## config.mk

```make
export PLATFORM = sky130hd
export DESIGN_NAME = virtual_interrupt_pending_queue_unit
export DESIGN_NICKNAME = d
export VERILOG_FILES = /design/src/sv/vipq_pkg.sv /design/src/sv/virtual_interrupt_pending_queue_unit.sv /design/src/sv/vipq_flag_ram.sv /design/src/sv/vipq_id_ram.sv
export SDC_FILE = /design/constraint.sdc
export NUM_CORES = 2
export LEC_CHECK = 0
export BUFFER_PORTS_ARGS = -buffer_cell sky130_fd_sc_hd__buf_2
export CORE_MARGIN = 4
export CORE_UTILIZATION = 55
export CTS_BUF_LIST = sky130_fd_sc_hd__clkbuf_8
export DETAILED_ROUTE_END_ITERATION = 12
export HOLD_SLACK_MARGIN = 0.1
export PLACE_DENSITY_LB_ADDON = 0.05
export SYNTH_ARGS = -nofsm -noshare
export SYNTH_HDL_FRONTEND = slang
export SYNTH_SLANG_ARGS = --single-unit
export TNS_END_PERCENT = 1
```

## constraint.sdc

```tcl
create_clock -name clk -period 77.7 [get_ports clk]
set_input_delay 11.655 -clock clk [delete_from_list [all_inputs] [get_ports clk]]
set_output_delay 11.655 -clock clk [all_outputs]
set_load 0.03 [all_outputs]
```

## src/sv/vipq_pkg.sv

```systemverilog
// package with action codes, status codes and shared types for the pending queue
package vipq_pkg;

  typedef enum logic [2:0] {
    ACT_INJECT  = 3'd0,
    ACT_ENABLE  = 3'd1,
    ACT_DISABLE = 3'd2,
    ACT_PEEK    = 3'd3,
    ACT_TAKE    = 3'd4,
    ACT_CLEAR   = 3'd5,
    ACT_SETTYPE = 3'd6,
    ACT_NONE    = 3'd7
  } action_t;

  typedef enum logic [1:0] {
    ST_DONE = 2'd0,
    ST_NOEFF = 2'd1,
    ST_FULL = 2'd2,
    ST_RSVD = 2'd3
  } status_t;

  typedef enum logic [3:0] {
    S_IDLE,
    S_CLR,
    S_RD,
    S_EVAL,
    S_SCAN_RD,
    S_SCAN_EV,
    S_CLRQ_RD,
    S_CLRQ_EV,
    S_OUT
  } state_t;

  localparam int ID_W = 10;
  localparam int CNT_W = 5;

  // bitmap word: pending, enabled, fiq type
  typedef struct packed {
    logic pend;
    logic en;
    logic fiq;
  } flags_t;

endpackage

```

## src/sv/virtual_interrupt_pending_queue_unit.sv

```systemverilog
// Virtual interrupt pending queue for one vCPU. Flags (pending, enabled,
// FIQ type) live in a NUM_INTIDS-entry memory and queued IDs in a
// QUEUE_DEPTH-entry memory, each with one write port and a registered read.
// After reset a clearing pass writes zero to every flag memory entry;
// no request is accepted during it. Inject, enable, disable and set type
// step through accept and flag read, modify/write, and result. Peek and
// take examine queue entries from the head, each by a queue read, a flag
// read and an evaluate step; clear of a pending ID walks the whole queue,
// each entry by a read and an evaluate step. Results hold on out_stall.
module virtual_interrupt_pending_queue_unit #(
  parameter int QUEUE_DEPTH = 16,
  parameter int NUM_INTIDS = 1024
) (
  input  logic                        clk,
  input  logic                        rst_n,
  input  logic                        in_valid,
  output logic                        in_stall,
  input  logic [2:0]                  in_action,
  input  logic [vipq_pkg::ID_W-1:0]   in_intid,
  input  logic                        in_is_fiq,
  output logic                        out_valid,
  input  logic                        out_stall,
  output logic [vipq_pkg::ID_W-1:0]   out_found_id,
  output logic                        out_found_valid,
  output logic [1:0]                  out_status,
  output logic [vipq_pkg::CNT_W-1:0]  out_irq_pending_count,
  output logic [vipq_pkg::CNT_W-1:0]  out_fiq_pending_count
);

  localparam int QAW = (QUEUE_DEPTH > 1) ? $clog2(QUEUE_DEPTH) : 1;
  localparam int QFW = $clog2(QUEUE_DEPTH + 1);
  localparam int FAW = $clog2(NUM_INTIDS);
  localparam int IDW = vipq_pkg::ID_W;
  localparam int CW = vipq_pkg::CNT_W;
  localparam int CCW = QFW + 1;

  vipq_pkg::state_t state_r, state_nxt;
  vipq_pkg::action_t act_r, act_nxt;
  logic [IDW-1:0] id_r, id_nxt;
  logic fiq_in_r, fiq_in_nxt;
  logic [QAW-1:0] head_r, head_nxt, tail_r, tail_nxt;
  logic [QFW-1:0] fill_r, fill_nxt, cnt_r, cnt_nxt;
  logic [CCW-1:0] irq_r, irq_nxt, fiq_r, fiq_nxt;
  logic [FAW-1:0] clr_r, clr_nxt;
  logic [IDW-1:0] fid_r, fid_nxt;
  logic fval_r, fval_nxt;
  logic [1:0] st_r, st_nxt;

  logic fwe, qwe;
  logic [FAW-1:0] fwaddr, fraddr;
  vipq_pkg::flags_t fwdata, frdata;
  logic [QAW-1:0] qwaddr, qraddr;
  logic [IDW-1:0] qwdata, qrdata;

  vipq_flag_ram #(.DEPTH(NUM_INTIDS), .AW(FAW)) u_flags (
    .clk(clk), .we(fwe), .waddr(fwaddr), .wdata(fwdata),
    .raddr(fraddr), .rdata(frdata)
  );

  vipq_id_ram #(.DEPTH(QUEUE_DEPTH), .AW(QAW)) u_ids (
    .clk(clk), .we(qwe), .waddr(qwaddr), .wdata(qwdata),
    .raddr(qraddr), .rdata(qrdata)
  );

  function automatic logic [QAW-1:0] nslot(input logic [QAW-1:0] i);
    logic [QAW-1:0] r;
    if ({1'b0, i} + 1'b1 >= (QAW+1)'(QUEUE_DEPTH)) begin
      r = '0;
    end else begin
      r = i + 1'b1;
    end
    return r;
  endfunction

  logic id_ok;
  assign id_ok = ({2'b0, id_r} < 12'(NUM_INTIDS)) || (NUM_INTIDS >= 1024);

  always_ff @(posedge clk) begin
    if (!rst_n) begin
      state_r <= vipq_pkg::S_CLR;
      clr_r <= '0;
      head_r <= '0;
      tail_r <= '0;
      fill_r <= '0;
      irq_r <= '0;
      fiq_r <= '0;
      cnt_r <= '0;
    end else begin
      state_r <= state_nxt;
      clr_r <= clr_nxt;
      head_r <= head_nxt;
      tail_r <= tail_nxt;
      fill_r <= fill_nxt;
      irq_r <= irq_nxt;
      fiq_r <= fiq_nxt;
      cnt_r <= cnt_nxt;
    end
  end

  always_ff @(posedge clk) begin
    act_r <= act_nxt;
    id_r <= id_nxt;
    fiq_in_r <= fiq_in_nxt;
    fid_r <= fid_nxt;
    fval_r <= fval_nxt;
    st_r <= st_nxt;
  end

  always_comb begin
    state_nxt = state_r;
    clr_nxt = clr_r;
    head_nxt = head_r;
    tail_nxt = tail_r;
    fill_nxt = fill_r;
    irq_nxt = irq_r;
    fiq_nxt = fiq_r;
    cnt_nxt = cnt_r;
    act_nxt = act_r;
    id_nxt = id_r;
    fiq_in_nxt = fiq_in_r;
    fid_nxt = fid_r;
    fval_nxt = fval_r;
    st_nxt = st_r;
    fwe = 1'b0;
    fwaddr = FAW'(id_r);
    fwdata = frdata;
    fraddr = FAW'(id_r);
    qwe = 1'b0;
    qwaddr = tail_r;
    qwdata = id_r;
    qraddr = head_r;
    in_stall = 1'b1;
    out_valid = 1'b0;
    case (state_r)
      vipq_pkg::S_CLR: begin
        fwe = 1'b1;
        fwaddr = clr_r;
        fwdata = '0;
        clr_nxt = clr_r + 1'b1;
        if ({1'b0, clr_r} == (FAW+1)'(NUM_INTIDS - 1)) begin
          state_nxt = vipq_pkg::S_IDLE;
        end
      end
      vipq_pkg::S_IDLE: begin
        in_stall = 1'b0;
        fraddr = FAW'(in_intid);
        if (in_valid) begin
          act_nxt = vipq_pkg::action_t'(in_action);
          id_nxt = in_intid;
          fiq_in_nxt = in_is_fiq;
          fid_nxt = '0;
          fval_nxt = 1'b0;
          st_nxt = vipq_pkg::ST_NOEFF;
          state_nxt = vipq_pkg::S_EVAL;
        end
      end
      vipq_pkg::S_EVAL: begin
        case (act_r)
          vipq_pkg::ACT_INJECT: begin
            state_nxt = vipq_pkg::S_OUT;
            if (id_ok && !frdata.pend) begin
              if (fill_r >= QFW'(QUEUE_DEPTH)) begin
                st_nxt = vipq_pkg::ST_FULL;
              end else begin
                qwe = 1'b1;
                tail_nxt = nslot(tail_r);
                fill_nxt = fill_r + 1'b1;
                fwe = 1'b1;
                fwdata.pend = 1'b1;
                if (frdata.en) begin
                  if (frdata.fiq) fiq_nxt = fiq_r + 1'b1;
                  else irq_nxt = irq_r + 1'b1;
                end
                st_nxt = vipq_pkg::ST_DONE;
              end
            end
          end
          vipq_pkg::ACT_ENABLE, vipq_pkg::ACT_DISABLE: begin
            state_nxt = vipq_pkg::S_OUT;
            if (id_ok) begin
              fwe = 1'b1;
              fwdata.en = (act_r == vipq_pkg::ACT_ENABLE);
              if (frdata.pend && frdata.en != fwdata.en) begin
                if (fwdata.en) begin
                  if (frdata.fiq) fiq_nxt = fiq_r + 1'b1;
                  else irq_nxt = irq_r + 1'b1;
                end else begin
                  if (frdata.fiq) begin
                    if (fiq_r != 0) fiq_nxt = fiq_r - 1'b1;
                  end else if (irq_r != 0) irq_nxt = irq_r - 1'b1;
                end
              end
              st_nxt = vipq_pkg::ST_DONE;
            end
          end
          vipq_pkg::ACT_SETTYPE: begin
            state_nxt = vipq_pkg::S_OUT;
            if (id_ok) begin
              fwe = 1'b1;
              fwdata.fiq = fiq_in_r;
              if (frdata.pend && frdata.en && frdata.fiq != fiq_in_r) begin
                if (frdata.fiq) begin
                  if (fiq_r != 0) fiq_nxt = fiq_r - 1'b1;
                  irq_nxt = irq_r + 1'b1;
                end else begin
                  if (irq_r != 0) irq_nxt = irq_r - 1'b1;
                  fiq_nxt = fiq_r + 1'b1;
                end
              end
              st_nxt = vipq_pkg::ST_DONE;
            end
          end
          vipq_pkg::ACT_PEEK, vipq_pkg::ACT_TAKE: begin
            cnt_nxt = '0;
            if ((irq_r == 0 && fiq_r == 0) || fill_r == 0) begin
              state_nxt = vipq_pkg::S_OUT;
            end else begin
              state_nxt = vipq_pkg::S_SCAN_RD;
            end
          end
          vipq_pkg::ACT_CLEAR: begin
            cnt_nxt = fill_r;
            if (id_ok && frdata.pend) begin
              fwe = 1'b1;
              fwdata.pend = 1'b0;
              if (frdata.en) begin
                if (frdata.fiq) begin
                  if (fiq_r != 0) fiq_nxt = fiq_r - 1'b1;
                end else if (irq_r != 0) irq_nxt = irq_r - 1'b1;
              end
              st_nxt = vipq_pkg::ST_DONE;
              state_nxt = (fill_r == 0) ? vipq_pkg::S_OUT : vipq_pkg::S_CLRQ_RD;
            end else begin
              state_nxt = vipq_pkg::S_OUT;
            end
          end
          default: begin
            state_nxt = vipq_pkg::S_OUT;
          end
        endcase
      end
      vipq_pkg::S_SCAN_RD: begin
        // head id read from queue memory this cycle
        qraddr = head_r;
        state_nxt = vipq_pkg::S_RD;
      end
      vipq_pkg::S_RD: begin
        // queue data valid; fetch its flags
        fraddr = FAW'(qrdata);
        id_nxt = qrdata;
        state_nxt = vipq_pkg::S_SCAN_EV;
      end
      vipq_pkg::S_SCAN_EV: begin
        fraddr = FAW'(id_r);
        if (frdata.en && id_ok) begin
          fid_nxt = id_r;
          fval_nxt = 1'b1;
          st_nxt = vipq_pkg::ST_DONE;
          state_nxt = vipq_pkg::S_OUT;
          if (act_r == vipq_pkg::ACT_TAKE) begin
            head_nxt = nslot(head_r);
            fill_nxt = fill_r - 1'b1;
            fwe = 1'b1;
            fwdata.pend = 1'b0;
            if (frdata.fiq) begin
              if (fiq_r != 0) fiq_nxt = fiq_r - 1'b1;
            end else if (irq_r != 0) irq_nxt = irq_r - 1'b1;
          end
        end else begin
          // rotate head entry to tail
          qwe = 1'b1;
          qwaddr = tail_r;
          qwdata = id_r;
          head_nxt = nslot(head_r);
          tail_nxt = nslot(tail_r);
          cnt_nxt = cnt_r + 1'b1;
          state_nxt = (cnt_r + 1'b1 >= fill_r) ? vipq_pkg::S_OUT : vipq_pkg::S_SCAN_RD;
        end
      end
      vipq_pkg::S_CLRQ_RD: begin
        qraddr = head_r;
        state_nxt = vipq_pkg::S_CLRQ_EV;
      end
      vipq_pkg::S_CLRQ_EV: begin
        head_nxt = nslot(head_r);
        if (qrdata != id_r) begin
          qwe = 1'b1;
          qwaddr = tail_r;
          qwdata = qrdata;
          tail_nxt = nslot(tail_r);
        end else begin
          fill_nxt = fill_r - 1'b1;
        end
        cnt_nxt = cnt_r - 1'b1;
        state_nxt = (cnt_r == 1) ? vipq_pkg::S_OUT : vipq_pkg::S_CLRQ_RD;
      end
      vipq_pkg::S_OUT: begin
        out_valid = 1'b1;
        if (!out_stall) begin
          state_nxt = vipq_pkg::S_IDLE;
        end
      end
      default: begin
        state_nxt = vipq_pkg::S_IDLE;
      end
    endcase
  end

  assign out_found_id = fid_r;
  assign out_found_valid = fval_r;
  assign out_status = st_r;
  assign out_irq_pending_count = CW'(irq_r);
  assign out_fiq_pending_count = CW'(fiq_r);

  a_fill_bound: assert property (@(posedge clk) disable iff (!rst_n)
    fill_r <= QFW'(QUEUE_DEPTH)) else $error("fill above depth");
  a_found_done: assert property (@(posedge clk) disable iff (!rst_n)
    out_valid && out_found_valid |-> out_status == vipq_pkg::ST_DONE)
    else $error("found without done status");
  a_no_accept_busy: assert property (@(posedge clk) disable iff (!rst_n)
    out_valid |-> in_stall) else $error("accept while result pending");
  a_take_pops: assert property (@(posedge clk) disable iff (!rst_n)
    state_r == vipq_pkg::S_SCAN_EV && act_r == vipq_pkg::ACT_TAKE && fval_nxt
    |=> fill_r == $past(fill_r) - 1'b1) else $error("take did not pop");

endmodule

```

## src/sv/vipq_flag_ram.sv

```systemverilog
// per-id flag memory with registered read
module vipq_flag_ram #(
  parameter int DEPTH = 1024,
  parameter int AW = 10
) (
  input  logic            clk,
  input  logic            we,
  input  logic [AW-1:0]   waddr,
  input  vipq_pkg::flags_t wdata,
  input  logic [AW-1:0]   raddr,
  output vipq_pkg::flags_t rdata
);

  vipq_pkg::flags_t mem [DEPTH];

  always_ff @(posedge clk) begin
    if (we) begin
      mem[waddr] <= wdata;
    end
    rdata <= mem[raddr];
  end

endmodule

```

## src/sv/vipq_id_ram.sv

```systemverilog
// queue entry memory with registered read
module vipq_id_ram #(
  parameter int DEPTH = 16,
  parameter int AW = 4
) (
  input  logic                     clk,
  input  logic                     we,
  input  logic [AW-1:0]            waddr,
  input  logic [vipq_pkg::ID_W-1:0] wdata,
  input  logic [AW-1:0]            raddr,
  output logic [vipq_pkg::ID_W-1:0] rdata
);

  logic [vipq_pkg::ID_W-1:0] mem [DEPTH];

  always_ff @(posedge clk) begin
    if (we) begin
      mem[waddr] <= wdata;
    end
    rdata <= mem[raddr];
  end

endmodule
```

==> results_dict.tcl <==
set metrics [dict create \
    run_status "complete, but fails checks" \
    violations "max-capacitance violations, max-slew violations" \
    postRouteWirelength_mm 418 \
    cts_tree "built" \
    ioPinCount 43 \
    grt_usage_pct 31.8 \
    drt_iter0_markers 12445 \
    dpl_cell_area_sq_um 140000 \
    fin_crit_sh_pct 21.7 \
    drc 0 \
    dieHeight_um 507 \
    numCtsBuffers 559 \
    die_x_um 507 \
    drive_above_1_share_pct 10.2 \
    start_kind "primary input" \
    worstSetupPathType "in -> reg" \
    fin_hold_ws_ns 0.551 \
    post-dp-hpwl_mm 238 \
    wl_per_cell_um 29.0 \
    multiInputGateArea_sq_um 35000 \
    cp_max_fo 94 \
    synthToLayoutAreaGrowth_pct 9.37 \
    cp_slowest_cell "a211oi_1" \
    holdBufCountCts 0 \
    critical_path.top_delay_family "compound AO/OA/AOI/OAI gates" \
    grt_first_pass_wirelength_mm 602 \
    port_buffers 42 \
    maxSlewViolCount 2 \
    switching_power_mw 0.705 \
    postCtsSetupBuffers 0 \
    peakVddDrop_mv 0.0174 \
    ant_nets 0 \
    p_per_area_nw_per_um2 22.3 \
    via_count 91299 \
    finalHoldViolations 0 \
    seq_area_sq_um 99000 \
    synthArstFlopShare_pct 0 \
    globalplace.congestion 0.893 \
    cp_cell_sequence "buf_2, mux2i_1, o21a_4, buf_4, buf_12, buf_4, mux2i_1, a32o_1, a211oi_1, nand4_1, nor4_1, a31oi_1, nand4b_1" \
    p_total_mw 3.35 \
    slew_headroom_pct -7.34 \
    dp_cells 13457 \
    synth_area_sq_um 137000 \
    layout_commonest_cell "edfxtp_1" \
    cp.buffers_inverters 4 \
    dieArea_sq_um 258000 \
    ctsHtreeMaxLevel 6 \
    start_util_pct 55.2 \
    cts_sinks 3316 \
    syn_area_per_cell_sq_um 12.9 \
    wl_met3_mm 44.8 \
    final_area_sq_um 150000 \
    holdCritPathClass "reg -> reg" \
    arrival_ns 17.89 \
    pwr-share-comb_pct 0.4 \
    ys_types 82 \
    seq_power_share_pct 57.7 \
    root_buffer "clkbuf_8" \
    ys_seq_elements 3316 \
    max_freq_ghz 0.0593 \
    stdcell_count 14414 \
    setup-tns-final_ns 0 \
    vias_per_cell 6.33 \
    fillCellCount 19714 \
    critPathRequiredTime_ns 78.72 \
    cp-end-kind "flop" \
    wl_met2_mm 186 \
    synth_edf_count 3259 \
    yosys_most_used_dff "edfxtp_1" \
    postCtsResizedCells 0 \
    seq_area_frac_synth_pct 72.2 \
    finClkSkew_ns 0.0716 \
    final_cell_mix "3259 x edfxtp_1, 2350 x nand2_1, 1161 x nor2_1" \
    slowest_delay_ns 0.97 \
    finalSetupViolations 0 \
    synth_fp_nets 10702 \
    p_int_mw 2.65 \
    cts.path.max_buffers 4 \
    p_leak_nw 49.7 \
    top_layer_used "met5" \
    insertion_delay_ns 1.11 \
    nets 10730 \
    cap_violations 1 \
    rsz0062_at_grt "no" \
    swShare_pct 21.0 \
    syn_inst 10660 \
    finalCriticalPeriod_ns 16.87 \
    clk_pin_slew_ns 0.06 \
    rows 183 \
    wl_met1_mm 170 \
    grt_pass1_vias 87948 \
    grt_max_degree 225 \
    detail_route.first_pass.iterations 9 \
    worstMarginPinSlew_ns 1.57 \
    yosysWarnings 0 \
    core_area_sq_um 248000 \
    power_frac_clock_pct 41.9 \
    overflow 0 \
    antenna_found_initial 30 \
]
[worst register-to-register path: cells and delay by family, from the launching register on]
| kind | cells | cell delay [ns] |
|---|---|---|
| buffers and inverters | 4 | 2.62 |
| and+or+nand+nor | 4 | 1.67 |
| DFF | 1 | 0.70 |
| AOI/OAI and AO/OA | 4 | 2.19 |
| muxes | 1 | 0.20 |
[synthesized netlist by cell type (14+ instances only)]
cell type / instances / area [sq um]
nand3b_1: 14 / 105
nor2_1: 1167 / 4380
buf_2: 289 / 1450
nand2_1: 2390 / 8970
a32o_1: 42 / 420
mux2_2: 24 / 270
o22ai_1: 68 / 425
o21ai_0: 112 / 561
or3_1: 15 / 93.8
nand4_1: 80 / 500
or4_1: 18 / 135
buf_1: 78 / 293
nand3_1: 815 / 4080
a32oi_1: 202 / 1770
edfxtp_1: 3259 / 97900
a22oi_1: 33 / 248
nor3_1: 70 / 350
a211oi_1: 32 / 240
buf_4: 92 / 691
mux4_2: 60 / 1350
inv_1: 27 / 101
a221oi_1: 27 / 236
and2_1: 17 / 106
clkbuf_1: 320 / 1200
ha_1: 23 / 288
a21oi_1: 433 / 2170
mux2i_1: 391 / 3910
nand2b_1: 22 / 138
dfxtp_1: 57 / 1140
a31oi_1: 78 / 488
and3_1: 52 / 325
nor4_1: 63 / 394
xor2_1: 17 / 149
o211a_1: 20 / 200
o211ai_1: 17 / 128
xnor2_1: 25 / 219
[registers in the layout, summed over array words and instances (netlist names)]
name and cells:
state_r 4, cnt_r 5, u_ids.mem 160, irq_r 6, u_ids.rdata 10, id_r 10
fiq_in_r 1, head_r 4, out_found_valid 1, out_status 2, u_flags.mem 3072, u_flags.rdata 3
clr_r 10, out_found_id 10, act_r 3, fill_r 5, tail_r 4, fiq_r 6
[path summary, 6_finish.rpt]
check                                             start                  endpoint  slack [ns]  cells past startpoint
worst max-delay path                        in_intid[0]  u_flags.rdata[1]$_DFF_P_       60.83                     13
worst max register to register  state_r[3]$_SDFFE_PN0P_  u_flags.rdata[1]$_DFF_P_       70.26                     13
worst min-delay path              clr_r[1]$_SDFFE_PN0P_     clr_r[1]$_SDFFE_PN0P_        0.55                      2
worst min register to register    clr_r[1]$_SDFFE_PN0P_     clr_r[1]$_SDFFE_PN0P_        0.55                      2
[power by group through the flow]
stage	clock network [mW]	logic [mW]	registers, mW
final	1.40	0.0125	1.94
after global routing	1.51	0.0126	1.93
after CTS	1.42	0.0122	1.94
after detailed placement	0	0.0123	1.97
after global placement	0	0.0123	1.97
after floorplan	0	0.00451	1.97
[cell families after synthesis]
logic type / count (synthesis) / share of synthesized area [%]
adders and majority gates: 24 / 0.224
buffers and inverters: 822 / 2.84
DFF: 3316 / 72.2
and+or+nand+nor: 4767 / 14.5
xor gates and xnor gates: 42 / 0.268
AOI/OAI and AO/OA: 1214 / 5.96
muxes: 475 / 4.03
[metrics by stage]
| stage | worst slack [ns] | util [%] |
|---|---|---|
| floorplan | 25.77 | - |
| global placement | 59.36 | 56.4 |
| detailed placement | 59.90 | 56.5 |
| CTS | 61.06 | 60.4 |
| global route | 60.59 | 60.4 |
| finish | 60.83 | 60.4 |
[routing by layer]
layer	global-route usage, %	vias up
li1	-	39342
met1	46.4	45854
met2	47.5	5197
met3	6.39	902
met4	12.7	4
met5	0	-
[layout make-up]
| type | instances | share of cell area [%] |
|---|---|---|
| clock buffer | 577 | 5.29 |
| inverter | 29 | 0.0725 |
| clock inverter | 358 | 1.17 |
| multi-input combinational | 6522 | 23.3 |
| sequential | 3316 | 66.0 |
| tap | 3330 | 2.78 |
| antenna | 22 | 0.0367 |
| timing repair buffer | 260 | 1.36 |
Note: power is estimated with default switching activity, not from simulation.
